## src/design/afu_pkg.sv

```systemverilog
`timescale 1ns / 1ps

package afu_pkg;

  // Datapath geometry.
  localparam int LANES      = 4;
  localparam int DATA_W     = 16;
  localparam int FRAC_BITS  = 12;
  localparam int OP_W       = 3;
  localparam int SIG_W      = FRAC_BITS + 1;
  localparam int SEG_BITS   = 6;
  localparam int SEG_FRAC_W = DATA_W - SEG_BITS;
  localparam int KNOT_W     = SEG_BITS + 1;
  localparam int PROD_W     = 2 * SIG_W;

  // Fixed-point one and one half in the result format.
  localparam logic [SIG_W-1:0] ONE  = SIG_W'(1 << FRAC_BITS);
  localparam logic [SIG_W-1:0] HALF = SIG_W'(1 << (FRAC_BITS - 1));

  // Operation codes.
  typedef enum logic [OP_W-1:0] {
    OP_LINEAR    = 3'd0,
    OP_LINEAR_D  = 3'd1,
    OP_SIGMOID   = 3'd2,
    OP_SIGMOID_D = 3'd3,
    OP_RELU      = 3'd4,
    OP_RELU_D    = 3'd5
  } op_e;

  // Sigmoid knot values, Q.12, at x = -8.0 + k/4 for k = 0..64.
  function automatic logic [SIG_W-1:0] knot_value(input logic [KNOT_W-1:0] k);
    logic [SIG_W-1:0] v;
    case (k)
      7'd0:  v = 13'd1;    7'd1:  v = 13'd2;    7'd2:  v = 13'd2;    7'd3:  v = 13'd3;
      7'd4:  v = 13'd4;    7'd5:  v = 13'd5;    7'd6:  v = 13'd6;    7'd7:  v = 13'd8;
      7'd8:  v = 13'd10;   7'd9:  v = 13'd13;   7'd10: v = 13'd17;   7'd11: v = 13'd21;
      7'd12: v = 13'd27;   7'd13: v = 13'd35;   7'd14: v = 13'd45;   7'd15: v = 13'd58;
      7'd16: v = 13'd74;   7'd17: v = 13'd94;   7'd18: v = 13'd120;  7'd19: v = 13'd153;
      7'd20: v = 13'd194;  7'd21: v = 13'd246;  7'd22: v = 13'd311;  7'd23: v = 13'd391;
      7'd24: v = 13'd488;  7'd25: v = 13'd606;  7'd26: v = 13'd747;  7'd27: v = 13'd912;
      7'd28: v = 13'd1102; 7'd29: v = 13'd1314; 7'd30: v = 13'd1546; 7'd31: v = 13'd1793;
      7'd32: v = 13'd2048; 7'd33: v = 13'd2303; 7'd34: v = 13'd2550; 7'd35: v = 13'd2782;
      7'd36: v = 13'd2994; 7'd37: v = 13'd3184; 7'd38: v = 13'd3349; 7'd39: v = 13'd3490;
      7'd40: v = 13'd3608; 7'd41: v = 13'd3705; 7'd42: v = 13'd3785; 7'd43: v = 13'd3850;
      7'd44: v = 13'd3902; 7'd45: v = 13'd3943; 7'd46: v = 13'd3976; 7'd47: v = 13'd4002;
      7'd48: v = 13'd4022; 7'd49: v = 13'd4038; 7'd50: v = 13'd4051; 7'd51: v = 13'd4061;
      7'd52: v = 13'd4069; 7'd53: v = 13'd4075; 7'd54: v = 13'd4079; 7'd55: v = 13'd4083;
      7'd56: v = 13'd4086; 7'd57: v = 13'd4088; 7'd58: v = 13'd4090; 7'd59: v = 13'd4091;
      7'd60: v = 13'd4092; 7'd61: v = 13'd4093; 7'd62: v = 13'd4094; 7'd63: v = 13'd4094;
      7'd64: v = 13'd4095;
      default: v = ONE;
    endcase
    return v;
  endfunction

endpackage

```

## src/design/afu_lane.sv

```systemverilog
`timescale 1ns / 1ps

module afu_lane import afu_pkg::*; (
  input  logic                     clk_i,
  input  logic [OP_W-1:0]          op_i,
  input  logic signed [DATA_W-1:0] x_i,
  output logic [DATA_W-1:0]        y_o
);

  // Stage one: segment lookup.
  logic [DATA_W-1:0]     u;
  logic [KNOT_W-1:0]     seg;
  logic [SIG_W-1:0]      v0, v1;
  logic [OP_W-1:0]       op1_q, op2_q;
  logic [DATA_W-1:0]     x1_q, x2_q;
  logic [SIG_W-1:0]      base_q, dlt_q;
  logic [SEG_FRAC_W-1:0] frac_q;

  // Offset the input so that segment zero starts at the most negative value.
  assign u   = {~x_i[DATA_W-1], x_i[DATA_W-2:0]};
  assign seg = KNOT_W'(u[DATA_W-1 -: SEG_BITS]);
  assign v0  = knot_value(seg);
  assign v1  = knot_value(seg + KNOT_W'(1));

  always_ff @(posedge clk_i) begin
    op1_q  <= op_i;
    x1_q   <= x_i;
    base_q <= v0;
    dlt_q  <= v1 - v0;
    frac_q <= u[SEG_FRAC_W-1:0];
  end

  // Stage two: linear interpolation inside the segment, then saturation.
  logic [SIG_W+SEG_FRAC_W-1:0] interp;
  logic [SIG_W:0]              s_sum;
  logic [SIG_W-1:0]            s_d, s_q;

  assign interp = SIG_W'(dlt_q) * (SIG_W+SEG_FRAC_W)'(frac_q);
  assign s_sum  = (SIG_W+1)'(base_q) + (SIG_W+1)'(interp >> SEG_FRAC_W);

  always_comb begin
    if (s_sum > (SIG_W+1)'(ONE)) begin
      s_d = ONE;
    end else begin
      s_d = s_sum[SIG_W-1:0];
    end
  end

  always_ff @(posedge clk_i) begin
    op2_q <= op1_q;
    x2_q  <= x1_q;
    s_q   <= s_d;
  end

  // Stage three: derivative of the sigmoid and the result select.
  logic [PROD_W-1:0] deriv_p;
  logic [PROD_W-1:0] deriv;

  assign deriv_p = PROD_W'(s_q) * PROD_W'(ONE - s_q);
  assign deriv   = (deriv_p + PROD_W'(HALF)) >> FRAC_BITS;

  always_comb begin
    case (op_e'(op2_q))
      OP_LINEAR:    y_o = x2_q;
      OP_LINEAR_D:  y_o = DATA_W'(ONE);
      OP_SIGMOID:   y_o = DATA_W'(s_q);
      OP_SIGMOID_D: y_o = deriv[DATA_W-1:0];
      OP_RELU:      y_o = x2_q[DATA_W-1] ? '0 : x2_q;
      OP_RELU_D:    y_o = (!x2_q[DATA_W-1] && (x2_q != '0)) ? DATA_W'(ONE) : '0;
      default:      y_o = '0;
    endcase
  end

endmodule

```

## config.mk

```make
export PLATFORM = sky130hd
export DESIGN_NAME = afu_lane
export DESIGN_NICKNAME = d
export VERILOG_FILES = /design/src/design/afu_pkg.sv /design/src/design/afu_lane.sv
export SDC_FILE = /design/constraint.sdc
export NUM_CORES = 1
export LEC_CHECK = 0
export ABC_CLOCK_PERIOD_IN_PS = 9700
export BUFFER_PORTS_ARGS = -buffer_cell sky130_fd_sc_hd__clkbuf_2
export CORE_MARGIN = 2
export CORE_UTILIZATION = 35
export DETAILED_ROUTE_END_ITERATION = 6
export SLEW_MARGIN = 20
export SYNTH_ARGS = -nofsm -noshare
export SYNTH_HDL_FRONTEND = slang
export SYNTH_SLANG_ARGS = --single-unit
export TNS_END_PERCENT = 1
```

## constraint.sdc

```tcl
create_clock -name clk_i -period 9.7 [get_ports clk_i]
set_clock_uncertainty 0.15 [all_clocks]
set_input_delay 1.94 -clock clk_i [delete_from_list [all_inputs] [get_ports clk_i]]
set_output_delay 1.94 -clock clk_i [all_outputs]
set_load 0.1 [all_outputs]
```

==> run metrics <==
Antenna Cells=0; # IOs=36; FF+latch count, synth=76; top_reg_cell synth=dfxtp_1; Yosys cell types=85; later-pin clock latency in the skew report=roughly 0.35 ns; CP Launch Type=register; Maximum Capacitance Violations=0; post-synthesis area per instance=around 8.5 sq um; design area=17100 sq um; Placer Congestion=between 0.9 and 1; worst hold path class=register to register; vias in the first global route=about 13000; initial DRC count=681; Crit-path slowest cell=fa_1; sequential element share of the synthesized area=about a tenth; Num CTS Buffers=9; detailed placement HPWL=31.4 mm; mapped cell area=approximately 15000 sq um; Post-synth EDFFs=0; placed insts=around 2400; CTS Hold Bufs=0; Slew headroom=40.9%; clk root buf=clkbuf_16; worst slew pin tran=a little under 0.9 ns; area post-placement=about 16000 sq um; DRT antenna net count=0; WHS Path Cells=0; starting density of the core=between 30% and 40%; post-route insts no fill=2384; ys async rst share=0%; RSZ-0062 raised after global routing=true; period utilization=98.3%; die span in y=212 microns; area grow syn2layout=12.6%; total congestion overflow=0; Hold Violations, Final=0; die footprint=between 40000 and 50000 sq um; crit-path max cell delay=around 0.56 ns; Peak Freq=~0.10 GHz; first-pass GRT wire length=~65 mm; fin crit period=around 9.5 ns; Clock Path Buffers=2; nets=~2200; final setup fails=0; DRC violations left=0; routed wire length=between 30 and 40 mm; Post-Syn Nets=roughly 2200; CP arrival=around 7.5 ns; setup TNS=0 ns; IO buf count=35; Worst Path Required=between 7 and 8 ns; overall routing resource usage=18.2%; vias per cell=5.09; core area=42900 sq um; clk sinks=between 70 and 80; Die Width=~210 microns; number of detailed-route iterations in the first pass=5; CP Class=register to output pin; detailed-route via count=between 10000 and 15000; post-synthesis cell count=between 1500 and 2000; status=completed; average wire per standard cell=roughly 17 microns; Row Count=76; Critical Path Sink Type=output pin; cell mode on critical path=fa_1; CP Max Fanout=4; initial antenna violation count=0; worst r2r path cells=28; layout cell share with drive strength beyond 1=between 10% and 20%; TritonCTS clock tree=yes; pin count of the biggest net entering global routing=48; H-tree Lvls=3; YS warnings=0; CTS clock-pin slew for the worst setup and hold paths=approximately 0.070 ns; Layout Utilization=approximately 40%; pins over their slew limit=0
==> final timing paths <==
kind,endpoint,from,slack [ns]
setup / recovery,y_o[10],s_q[4],0.16
setup reg to reg,s_q[4],frac_q[1],1.83
hold reg to reg,op2_q[2],op1_q[2],0.18
hold / removal,op2_q[2],op1_q[2],0.18
==> logic make-up (layout without fill, tap and decap cells) <==
family / after synthesis / in the layout / synth area share [%]
compound gates: 277 / 277 / 12.5
simple gates: 560 / 560 / 19.2
fa+ha+maj: 413 / 413 / 44.9
flops: 76 / 76 / 10.0
buf+inv: 385 / 411 / 9.56
xor+xnor: 57 / 57 / 3.35
mux: 5 / 5 / 0.454
==> cells in the mapped netlist, types with 3 or more instances <==
cell type | n | share of area, %
inv_1 | 297 | 7.4
inv_2 | 3 | 0.074
o211ai_1 | 15 | 0.74
a221oi_1 | 6 | 0.35
o221ai_1 | 4 | 0.23
nand3b_1 | 4 | 0.20
nand4_1 | 10 | 0.41
a31oi_1 | 9 | 0.37
dfxtp_1 | 76 | 10
o21ai_0 | 67 | 2.2
buf_1 | 5 | 0.12
nor4_1 | 6 | 0.25
a211oi_1 | 7 | 0.35
o21ai_4 | 3 | 0.32
ha_1 | 196 | 16
a21oi_1 | 63 | 2.1
a21o_1 | 16 | 0.79
or2_2 | 6 | 0.25
nand2_1 | 139 | 3.4
fa_1 | 217 | 29
nor2b_1 | 54 | 2.2
xor2_1 | 16 | 0.93
nor2_1 | 91 | 2.3
o21a_1 | 7 | 0.35
a22oi_1 | 14 | 0.69
o311ai_0 | 3 | 0.17
nor3_1 | 23 | 0.76
clkbuf_1 | 77 | 1.9
and2_1 | 90 | 3.7
xnor2_1 | 40 | 2.3
a21boi_0 | 4 | 0.20
nor3b_1 | 4 | 0.20
a41oi_1 | 3 | 0.17
nand2b_1 | 74 | 3.1
o21bai_1 | 5 | 0.25
or3_1 | 12 | 0.50
o21ai_1 | 4 | 0.13
o31ai_1 | 6 | 0.30
nand3_1 | 31 | 1.0
o22ai_1 | 5 | 0.21
and3_1 | 5 | 0.21
==> layout by cell type (no fill, tap or decap), types with 6 or more instances in the layout <==
| cell type | count |
|---|---|
| ha_1 | 184 |
| or3_1 | 7 |
| nand2b_1 | 66 |
| clkbuf_16 | 9 |
| o21ai_1 | 12 |
| nand2b_4 | 8 |
| a21oi_1 | 62 |
| nand3_1 | 31 |
| o21a_1 | 7 |
| a22oi_1 | 14 |
| inv_1 | 290 |
| a21o_1 | 16 |
| nor3_1 | 21 |
| dfxtp_1 | 73 |
| or2_2 | 6 |
| a31oi_1 | 7 |
| xnor2_1 | 38 |
| nor2b_1 | 50 |
| ha_4 | 10 |
| or3_4 | 6 |
| fa_1 | 213 |
| xor2_1 | 16 |
| a221oi_1 | 6 |
| o211ai_1 | 15 |
| o21ai_0 | 55 |
| buf_12 | 13 |
| buf_4 | 56 |
| a211oi_1 | 7 |
| nor2_1 | 90 |
| inv_2 | 10 |
| clkbuf_2 | 22 |
| nand2_1 | 139 |
| nand4_1 | 10 |
| and2_1 | 90 |
==> area by class of cell <==
type | instances | area (sq um)
Clock buffer | 9 | 225
Fill cell | 4287 | 25800
Timing Repair Buffer | 94 | 828
Tap cell | 585 | 732
Inverter | 301 | 1130
Multi-Input combinational cell | 1312 | 12500
Sequential cell | 76 | 1530
Clock inverter | 7 | 76.3
==> worst max-delay path, delay by kind of cell, from the launching register on <==
| family | cells | cell delay, ns |
|---|---|---|
| fa+ha+maj | 8 | 3.51 |
| simple gates | 7 | 1.62 |
| compound gates | 5 | 0.95 |
| buf+inv | 5 | 0.52 |
| flops | 1 | 0.32 |
| xor+xnor | 1 | 0.17 |
==> sequential cells by signal, indices dropped and copies added (netlist names) <==
signal	count
op2_q	3
op1_q	3
s_q	13
base_q	12
dlt_q	13
frac_q	9
x2_q	16
x1_q	7
==> per-layer routing <==
layer | vias up | share of wire, % | GRT usage [%]
met5 | - | 0 | 0
met4 | 0 | 2.1 | 4.37
met3 | 62 | 4.6 | 1.99
met2 | 329 | 51 | 32.6
met1 | 6001 | 42 | 23.5
li1 | 5749 | - | -
==> through the flow <==
| stage | worst slack, ns | hold WS, ns |
|---|---|---|
| after floorplan | -0.590 | 0.160 |
| after global placement | 0.120 | 0.164 |
| after detailed placement | 0.0791 | 0.162 |
| after CTS | 0.00748 | 0.178 |
| after global routing | -0.0961 | 0.188 |
| final | 0.163 | 0.177 |
==> timing repair <==
action / CTS / global route
gates resized for setup: 13 / 57
pin swaps: 9 / 47
buffers inserted: 2 / 8
endpoints found under the setup margin: 7 / 8
Power is left out: the tool's default activity adds up to more than one toggle a clock period on the data nets, which glitch-free logic cannot reach.
